**src/sv/cht_pkg.sv**
```systemverilog
// ----------------------------------------------------------------------------
// cht_pkg
// Shared constants for the counting hash table: field widths, operation
// codes and the digit size of the remainder unit.
// ----------------------------------------------------------------------------
package cht_pkg;

   // Field widths
   localparam int KEY_W   = 32;
   localparam int COUNT_W = 16;
   localparam int CFG_W   = 7;

   // Saturation value of an occurrence count
   localparam logic [COUNT_W-1:0] COUNT_MAX = {COUNT_W{1'b1}};

   // Operation codes
   localparam logic OP_INSERT = 1'b0;
   localparam logic OP_SEARCH = 1'b1;

   // Remainder unit: dividend bits retired per cycle and digit steps per word
   localparam int DIV_STEP   = 4;
   localparam int DIV_CYCLES = KEY_W / DIV_STEP;
   localparam int DIV_CNT_W  = $clog2(DIV_CYCLES);

   // Partial remainder carries one extra bit after the shift-in
   localparam int REM_W = CFG_W + 1;

endpackage

```
**src/sv/cht_mod_unit.sv**
```systemverilog
// ----------------------------------------------------------------------------
// cht_mod_unit
// Iterative restoring remainder unit: 32-bit unsigned dividend modulo a
// 7-bit nonzero divisor, four dividend bits per cycle until the word is retired.
// ----------------------------------------------------------------------------
module cht_mod_unit (
   input  logic                           clock,
   input  logic                           reset,
   input  logic                           start,
   input  logic [cht_pkg::KEY_W-1:0]      dividend,
   input  logic [cht_pkg::CFG_W-1:0]      divisor,
   output logic                           done,
   output logic [cht_pkg::CFG_W-1:0]      remainder
);

   logic [cht_pkg::KEY_W-1:0]     dvd_ff;
   logic [cht_pkg::CFG_W-1:0]     div_ff;
   logic [cht_pkg::CFG_W-1:0]     rem_ff;
   logic [cht_pkg::CFG_W-1:0]     rem_in;
   logic [cht_pkg::DIV_CNT_W-1:0] cnt_ff;
   logic                          run_ff;
   logic                          done_ff;

   // Retire the top DIV_STEP dividend bits: shift in, compare, subtract
   always_comb begin
      logic [cht_pkg::REM_W-1:0] part;
      part = {1'b0, rem_ff};
      for (int i = 0; i < cht_pkg::DIV_STEP; i++) begin
         part = {part[cht_pkg::REM_W-2:0], dvd_ff[cht_pkg::KEY_W-1-i]};
         if (part >= {1'b0, div_ff}) begin
            part = part - {1'b0, div_ff};
         end
      end
      rem_in = part[cht_pkg::CFG_W-1:0];
   end

   // Hold operands, advance the digit count, pulse done on the last digit
   always_ff @(posedge clock) begin
      if (reset) begin
         run_ff  <= 1'b0;
         done_ff <= 1'b0;
         cnt_ff  <= '0;
      end else begin
         done_ff <= 1'b0;
         if (start) begin
            dvd_ff <= dividend;
            div_ff <= divisor;
            rem_ff <= '0;
            cnt_ff <= '0;
            run_ff <= 1'b1;
         end else if (run_ff) begin
            dvd_ff <= dvd_ff << cht_pkg::DIV_STEP;
            rem_ff <= rem_in;
            cnt_ff <= cnt_ff + cht_pkg::DIV_CNT_W'(1);
            if (cnt_ff == cht_pkg::DIV_CNT_W'(cht_pkg::DIV_CYCLES - 1)) begin
               run_ff  <= 1'b0;
               done_ff <= 1'b1;
            end
         end
      end
   end

   assign done      = done_ff;
   assign remainder = rem_ff;

endmodule

```
**config.mk**
```make
export PLATFORM = sky130hd
export DESIGN_NAME = cht_mod_unit
export DESIGN_NICKNAME = d
export VERILOG_FILES = /design/src/sv/cht_pkg.sv /design/src/sv/cht_mod_unit.sv
export SDC_FILE = /design/constraint.sdc
export NUM_CORES = 1
export LEC_CHECK = 0
export ABC_CLOCK_PERIOD_IN_PS = 18130
export BUFFER_PORTS_ARGS = -buffer_cell sky130_fd_sc_hd__buf_2
export CORE_AREA = 2 2 93 113
export DETAILED_ROUTE_END_ITERATION = 10
export DIE_AREA = 0 0 95 115
export PLACE_DENSITY = 0.67
export SLEW_MARGIN = 25
export SYNTH_ARGS = -nofsm -noshare
export SYNTH_HDL_FRONTEND = slang
export SYNTH_SLANG_ARGS = --single-unit
```
**constraint.sdc**
```tcl
create_clock -name clock -period 18.13 [get_ports clock]
set_input_delay 1.813 -clock clock [delete_from_list [all_inputs] [get_ports clock]]
set_output_delay 1.813 -clock clock [all_outputs]
set_load 0.005 [all_outputs]
```
# ---- After elaboration in Yosys (flattened, before gate mapping)
# Cells that the tools add are included.
dict set report word_totals {
  reg_bits 51
  in_bits 42
  wordCells 34
  out_inout_bits 8
}
dict set report op_classes {
  order_cmp 4
  reduce_logical 5
  bitwise 2
  n_eq_ne 1
  muxes 11
  add_sub_neg 5
}
# op n
set op_table {}
lappend op_table {{32-bit 2-to-1 mux} 2}
lappend op_table {{7-bit 2-to-1 mux} 5}
lappend op_table {{8-bit by 7-bit >= comparator with 1-bit output} 4}
lappend op_table {{7-bit subtractor} 4}
lappend op_table {{1-bit 2-to-1 mux} 4}
lappend op_table {{2-bit AND reduction} 2}
lappend op_table {{3-bit by 1-bit adder with 3-bit output (second input constant)} 1}
lappend op_table {{3-bit == test (second input constant)} 1}
lappend op_table {{3-bit OR reduction} 1}
lappend op_table {{1-bit NOT} 2}
lappend op_table {{2-bit nonzero test} 1}
lappend op_table {{2-bit OR reduction} 1}

# ---- Logic depth before layout (Yosys ltp)
dict set report logic_depth {
  ltp_word 9
  mapped_depth 36
  mapped_depth_nobuf 34
}

# ---- Worst setup path before layout
# No wires, ideal clock.
dict set report synth_path {
  path_type {register to register}
  start {reg dvd_ff[31] (netlist name)}
  end {reg rem_ff, in the netlist remainder[1], data pin}
  setup_time_ps 256
  required_time_ps 17874
  slack_ps 10858
  stages_incl_launch_ff 34
  n_path_buf 1
  synth_period_minus_slack_ps 7272
  t_arrival_ps 7016
  cell_sequence {edfxtp_1 > inv_1 > ha_1 > inv_1 > fa_1 > nand3_1 > a31oi_2 > nor2_2 > mux2i_1 > inv_1 > ha_1 > nor2b_1 > o31a_1 > o32ai_1 > o311ai_1 > mux2i_1 > inv_1 > ha_1 > and3_1 > a41oi_1 > a31oi_1 > or2_2 > nor2_1 > or2_1 > o21ai_1 > fa_1 > a21o_1 > a211oi_1 > o21ba_2 > o21ai_0 > a31oi_1 > o311ai_4 > buf_4 > o211a_1}
}
dict set report synth_between {
  elab_chain_cells 9
  elab_cells_between_ends 13
  classes_between {4 x add/sub; 4 x order compare; 5 x mux}
}
# element line
set synth_lines {}
lappend synth_lines {{from (decl)} cht_mod_unit.sv:16} ;# logic [cht_pkg::KEY_W-1:0] dvd_ff;
lappend synth_lines {{from (signal assigned)} cht_mod_unit.sv:46} ;# dvd_ff <= dividend;
lappend synth_lines {{from (signal assigned)} cht_mod_unit.sv:52} ;# dvd_ff <= dvd_ff << cht_pkg::DIV_STEP;
lappend synth_lines {{7-bit subtractor or 8-bit by 7-bit >= comparator with 1-bit output (tied branches)} {cht_mod_unit.sv:31, cht_mod_unit.sv:30}}
lappend synth_lines {{7-bit 2-to-1 mux (*)} cht_mod_unit.sv:30} ;# if (part >= {1'b0, div_ff}) begin
lappend synth_lines {{7-bit subtractor or 8-bit by 7-bit >= comparator with 1-bit output (tied branches)} {cht_mod_unit.sv:31, cht_mod_unit.sv:30}}
lappend synth_lines {{7-bit 2-to-1 mux (*)} cht_mod_unit.sv:30}
lappend synth_lines {{8-bit by 7-bit >= comparator with 1-bit output or 7-bit subtractor (tied branches)} {cht_mod_unit.sv:30, cht_mod_unit.sv:31}}
lappend synth_lines {{7-bit 2-to-1 mux (*)} cht_mod_unit.sv:30}
lappend synth_lines {{7-bit subtractor or 8-bit by 7-bit >= comparator with 1-bit output (tied branches)} {cht_mod_unit.sv:31, cht_mod_unit.sv:30}}
lappend synth_lines {{7-bit 2-to-1 mux (*)} cht_mod_unit.sv:30}
lappend synth_lines {{7-bit 2-to-1 mux (*)} cht_mod_unit.sv:51} ;# end else if (run_ff) begin
lappend synth_lines {{to (signal assigned)} cht_mod_unit.sv:53} ;# rem_ff <= rem_in;
lappend synth_lines {{to (decl)} cht_mod_unit.sv:18} ;# logic [cht_pkg::CFG_W-1:0] rem_ff;
# Every way passes the cells marked *; elsewhere a longest branch is shown, timed or not. The select of a mux whose other input is x is not followed.
# A chain may end at the register's enable or synchronous reset.

# ---- Worst setup path in the final report
dict set report layout_path {
  start {reg div_ff[1] (netlist name)}
  end {reg rem_ff, in the netlist remainder[5], data pin}
}
dict set report layout_between {
  elab_chain_cells 9
  elab_cells_between_ends 13
  classes_between {4 x add/sub; 4 x order compare; 5 x mux}
}
# element line
set layout_lines {}
lappend layout_lines {{from (decl)} cht_mod_unit.sv:17} ;# logic [cht_pkg::CFG_W-1:0] div_ff;
lappend layout_lines {{from (signal assigned)} cht_mod_unit.sv:47} ;# div_ff <= divisor;
lappend layout_lines {{7-bit subtractor or 8-bit by 7-bit >= comparator with 1-bit output (tied branches)} {cht_mod_unit.sv:31, cht_mod_unit.sv:30}}
lappend layout_lines {{7-bit 2-to-1 mux} cht_mod_unit.sv:30}
lappend layout_lines {{7-bit subtractor or 8-bit by 7-bit >= comparator with 1-bit output (tied branches)} {cht_mod_unit.sv:31, cht_mod_unit.sv:30}}
lappend layout_lines {{7-bit 2-to-1 mux} cht_mod_unit.sv:30}
lappend layout_lines {{7-bit subtractor or 8-bit by 7-bit >= comparator with 1-bit output (tied branches)} {cht_mod_unit.sv:31, cht_mod_unit.sv:30}}
lappend layout_lines {{7-bit 2-to-1 mux} cht_mod_unit.sv:30}
lappend layout_lines {{7-bit subtractor or 8-bit by 7-bit >= comparator with 1-bit output (tied branches)} {cht_mod_unit.sv:31, cht_mod_unit.sv:30}}
lappend layout_lines {{7-bit 2-to-1 mux (*)} cht_mod_unit.sv:30}
lappend layout_lines {{7-bit 2-to-1 mux (*)} cht_mod_unit.sv:51}
# Marked as above.

==> flow_summary.toml <==
[synthesis]
syn_area_mm2 = 0.00363
ys_warn_count = 0
synth_edf_count = 46
yosysSeqAreaShare = 0.408
ys.flop_type = "edfxtp_1"
yosysMostFrequentCell = "edfxtp_1"
syn_inst = 334
synth_area_leaders = "edfxtp_1 (38%), ha_1 (10%), mux2_2 (9.0%)"
yosys.area.top_type_share = 0.380
synth_fp_nets = 410
async_flop_share = 0
synthTopCellsByCount = "edfxtp_1 (46), ha_1 (30), mux2_2 (29), nand2_1 (22), inv_1 (19)"
synth_top_area_cell = "edfxtp_1"
avgSynthCellArea_um2 = 10.9
synth_cell_types = 62
synth-seq-cells = 51

[layout]
area_delta_synth_final_pct = 16.2
utilization = 0.428
drive_gt1_frac = 0.263
final_area_mm2 = 0.00422
instances_no_fill = 510
final_net_count = 459
diodes = 0

[detailed_routing]
wl_per_cell_um = 15.9
finalWirelength_um = 8100
viasPerCell = 5.44
drc = 0
drt-pass1-iter-count = 4
via_count = 2774
drt_iter0_drc = 125
drtAntennaViolNets = 0

[clocking]
clock_sinks = 51
numCtsBuffers = 5
ctsResizeCount = 0
path_clk_slew_ns = 0.07
cts_hold_buf = 0
cts_setup_buffers = 0
cts_root_buf = "clkbuf_16"
htree_levels = 2
cts_tree = "yes"
clock_latency_ns = 0.29
cts_max_path_buffers = 2

[worst_setup_path]
crit_buf_inv = 3
cp_slowest_cell = "fa_1"
crit_fanout = 13
cp.arrival_ns = 8.51
end_kind = "flop"
path_delay_family = "compound AO/OA/AOI/OAI gates"
reg2regPathDepth = 31
crit_cells = 31
critPathRequiredTime_ns = 18.27
startpoint = "div_ff[1]"
cpPeakStageDelay_ns = 0.49
r2r-start = "div_ff[1]"
cp_common_cell = "inv_1"
criticalPathCategory = "reg -> reg"
start_kind = "flop"

[run]
max_cap_violations = 0

[sta]
finalSetupViolCount = 0
setup-tns-final_ns = 0
slew_viol_final = 0
hold_violations = 0
fin_crit_sh = 0.462
skew_ns = 0.00877
tightestPinTransition_ns = 0.808
fmax_mhz = 119
period_needed_ns = 8.37
max-slew-margin-rel = 0.454
rsz0062_at_grt = "no"

[floorplanning]
die_h_um = 115
dieArea_mm2 = 0.0109
ios = 50
coreArea_mm2 = 0.00986
dieWidth_um = 95
fp-row-count = 40
initial_utilization = 0.368

[global_route]
grt_max_degree = 40
grt_pass1_wl_um = 13300
grtUsageTotal = 0.155
antenna_found_initial = 0
grt_overflow = 0
grt_pass1_vias = 2821

[hold_path]
hold_start = "cnt_ff[1]"
hold_depth = 2
hp-class = "reg -> reg"

[place]
dpl.cell_count = 501
io_buffers = 49
dpl.hpwl_um = 6320
place_area_mm2 = 0.00400
gp_congestion = 0.927

[run_status]
status = "finished, final reports clean"
==> cell usage in the layout, fill, tap and decap left out, types with 2 or more instances in the layout <==
| cell | count |
|---|---|
| buf_2 | 49 |
| edfxtp_1 | 46 |
| ha_1 | 30 |
| mux2_2 | 29 |
| nand2_1 | 22 |
| inv_1 | 19 |
| nor2_1 | 17 |
| a21oi_1 | 14 |
| nor2b_1 | 12 |
| nor3_1 | 11 |
| o21a_1 | 9 |
| xnor2_1 | 9 |
| nand3_1 | 8 |
| o21ai_0 | 8 |
| mux2i_1 | 6 |
| and2_1 | 5 |
| a21o_1 | 5 |
| a211oi_1 | 5 |
| clkbuf_16 | 5 |
| dfxtp_1 | 5 |
| o211ai_1 | 4 |
| fa_1 | 4 |
| or3_1 | 3 |
| a31oi_1 | 3 |
| o311ai_0 | 3 |
| nand2b_1 | 3 |
| a21oi_2 | 2 |
| o31a_1 | 2 |
| nand4_1 | 2 |
| and3_1 | 2 |
| xor2_1 | 2 |
| or2_1 | 2 |
| o21ai_1 | 2 |
| o211a_1 | 2 |
| o21bai_1 | 2 |
| bufinv_16 | 2 |
==> stage by stage <==
step	hold slack (ns)	setup slack [ns]
after floorplan	0.497	10.86
after global placement	0.511	9.95
after detailed placement	0.517	9.74
after CTS	0.534	9.76
after global routing	0.555	9.19
final	0.531	9.76
==> flip-flops by register name, indices dropped and copies added, names as in the netlist <==
signal / flops
dvd_ff: 32
div_ff: 7
remainder: 7
cnt_ff: 3
done: 1
run_ff: 1
==> worst min-delay path: stages (launching register included) <==
cell and delay [ns]:
dfxtp_1 0.31, mux2i_1 0.12, nor3_1 0.05
==> final timing paths <==
path                       end  slack (ns)
hold / removal       cnt_ff[1]        0.53
setup / recovery  remainder[5]        9.76
setup reg to reg  remainder[5]        9.76
hold reg to reg      cnt_ff[1]        0.53
==> per-layer routing <==
metal	global-route usage	up-vias	share of wire
met5	0	-	0
met4	0.0531	0	0.027
met3	0.0393	15	0.074
met2	0.270	88	0.50
met1	0.184	1305	0.40
li1	-	1366	-
==> final cells by class <==
type / instances / area [um^2]
clock inverters: 2 / 60.1
flip-flops and latches: 51 / 1480
multi-input cells: 255 / 2040
fillers: 941 / 5640
repair buffers: 51 / 280
clock buffers: 6 / 129
inverters: 19 / 71.3
well taps: 126 / 158
==> cell families after synthesis <==
group | count (synthesis) | synth area share
AOI/OAI and AO/OA | 78 | 0.160
xor gates and xnor gates | 11 | 0.0265
adders and majority gates | 34 | 0.125
buffers and inverters | 28 | 0.0341
DFF | 51 | 0.408
muxes | 35 | 0.106
and+or+nand+nor | 97 | 0.139
Power is not shown: default switching activity piles up to over one toggle a cycle in this logic, so the estimate is an artifact.
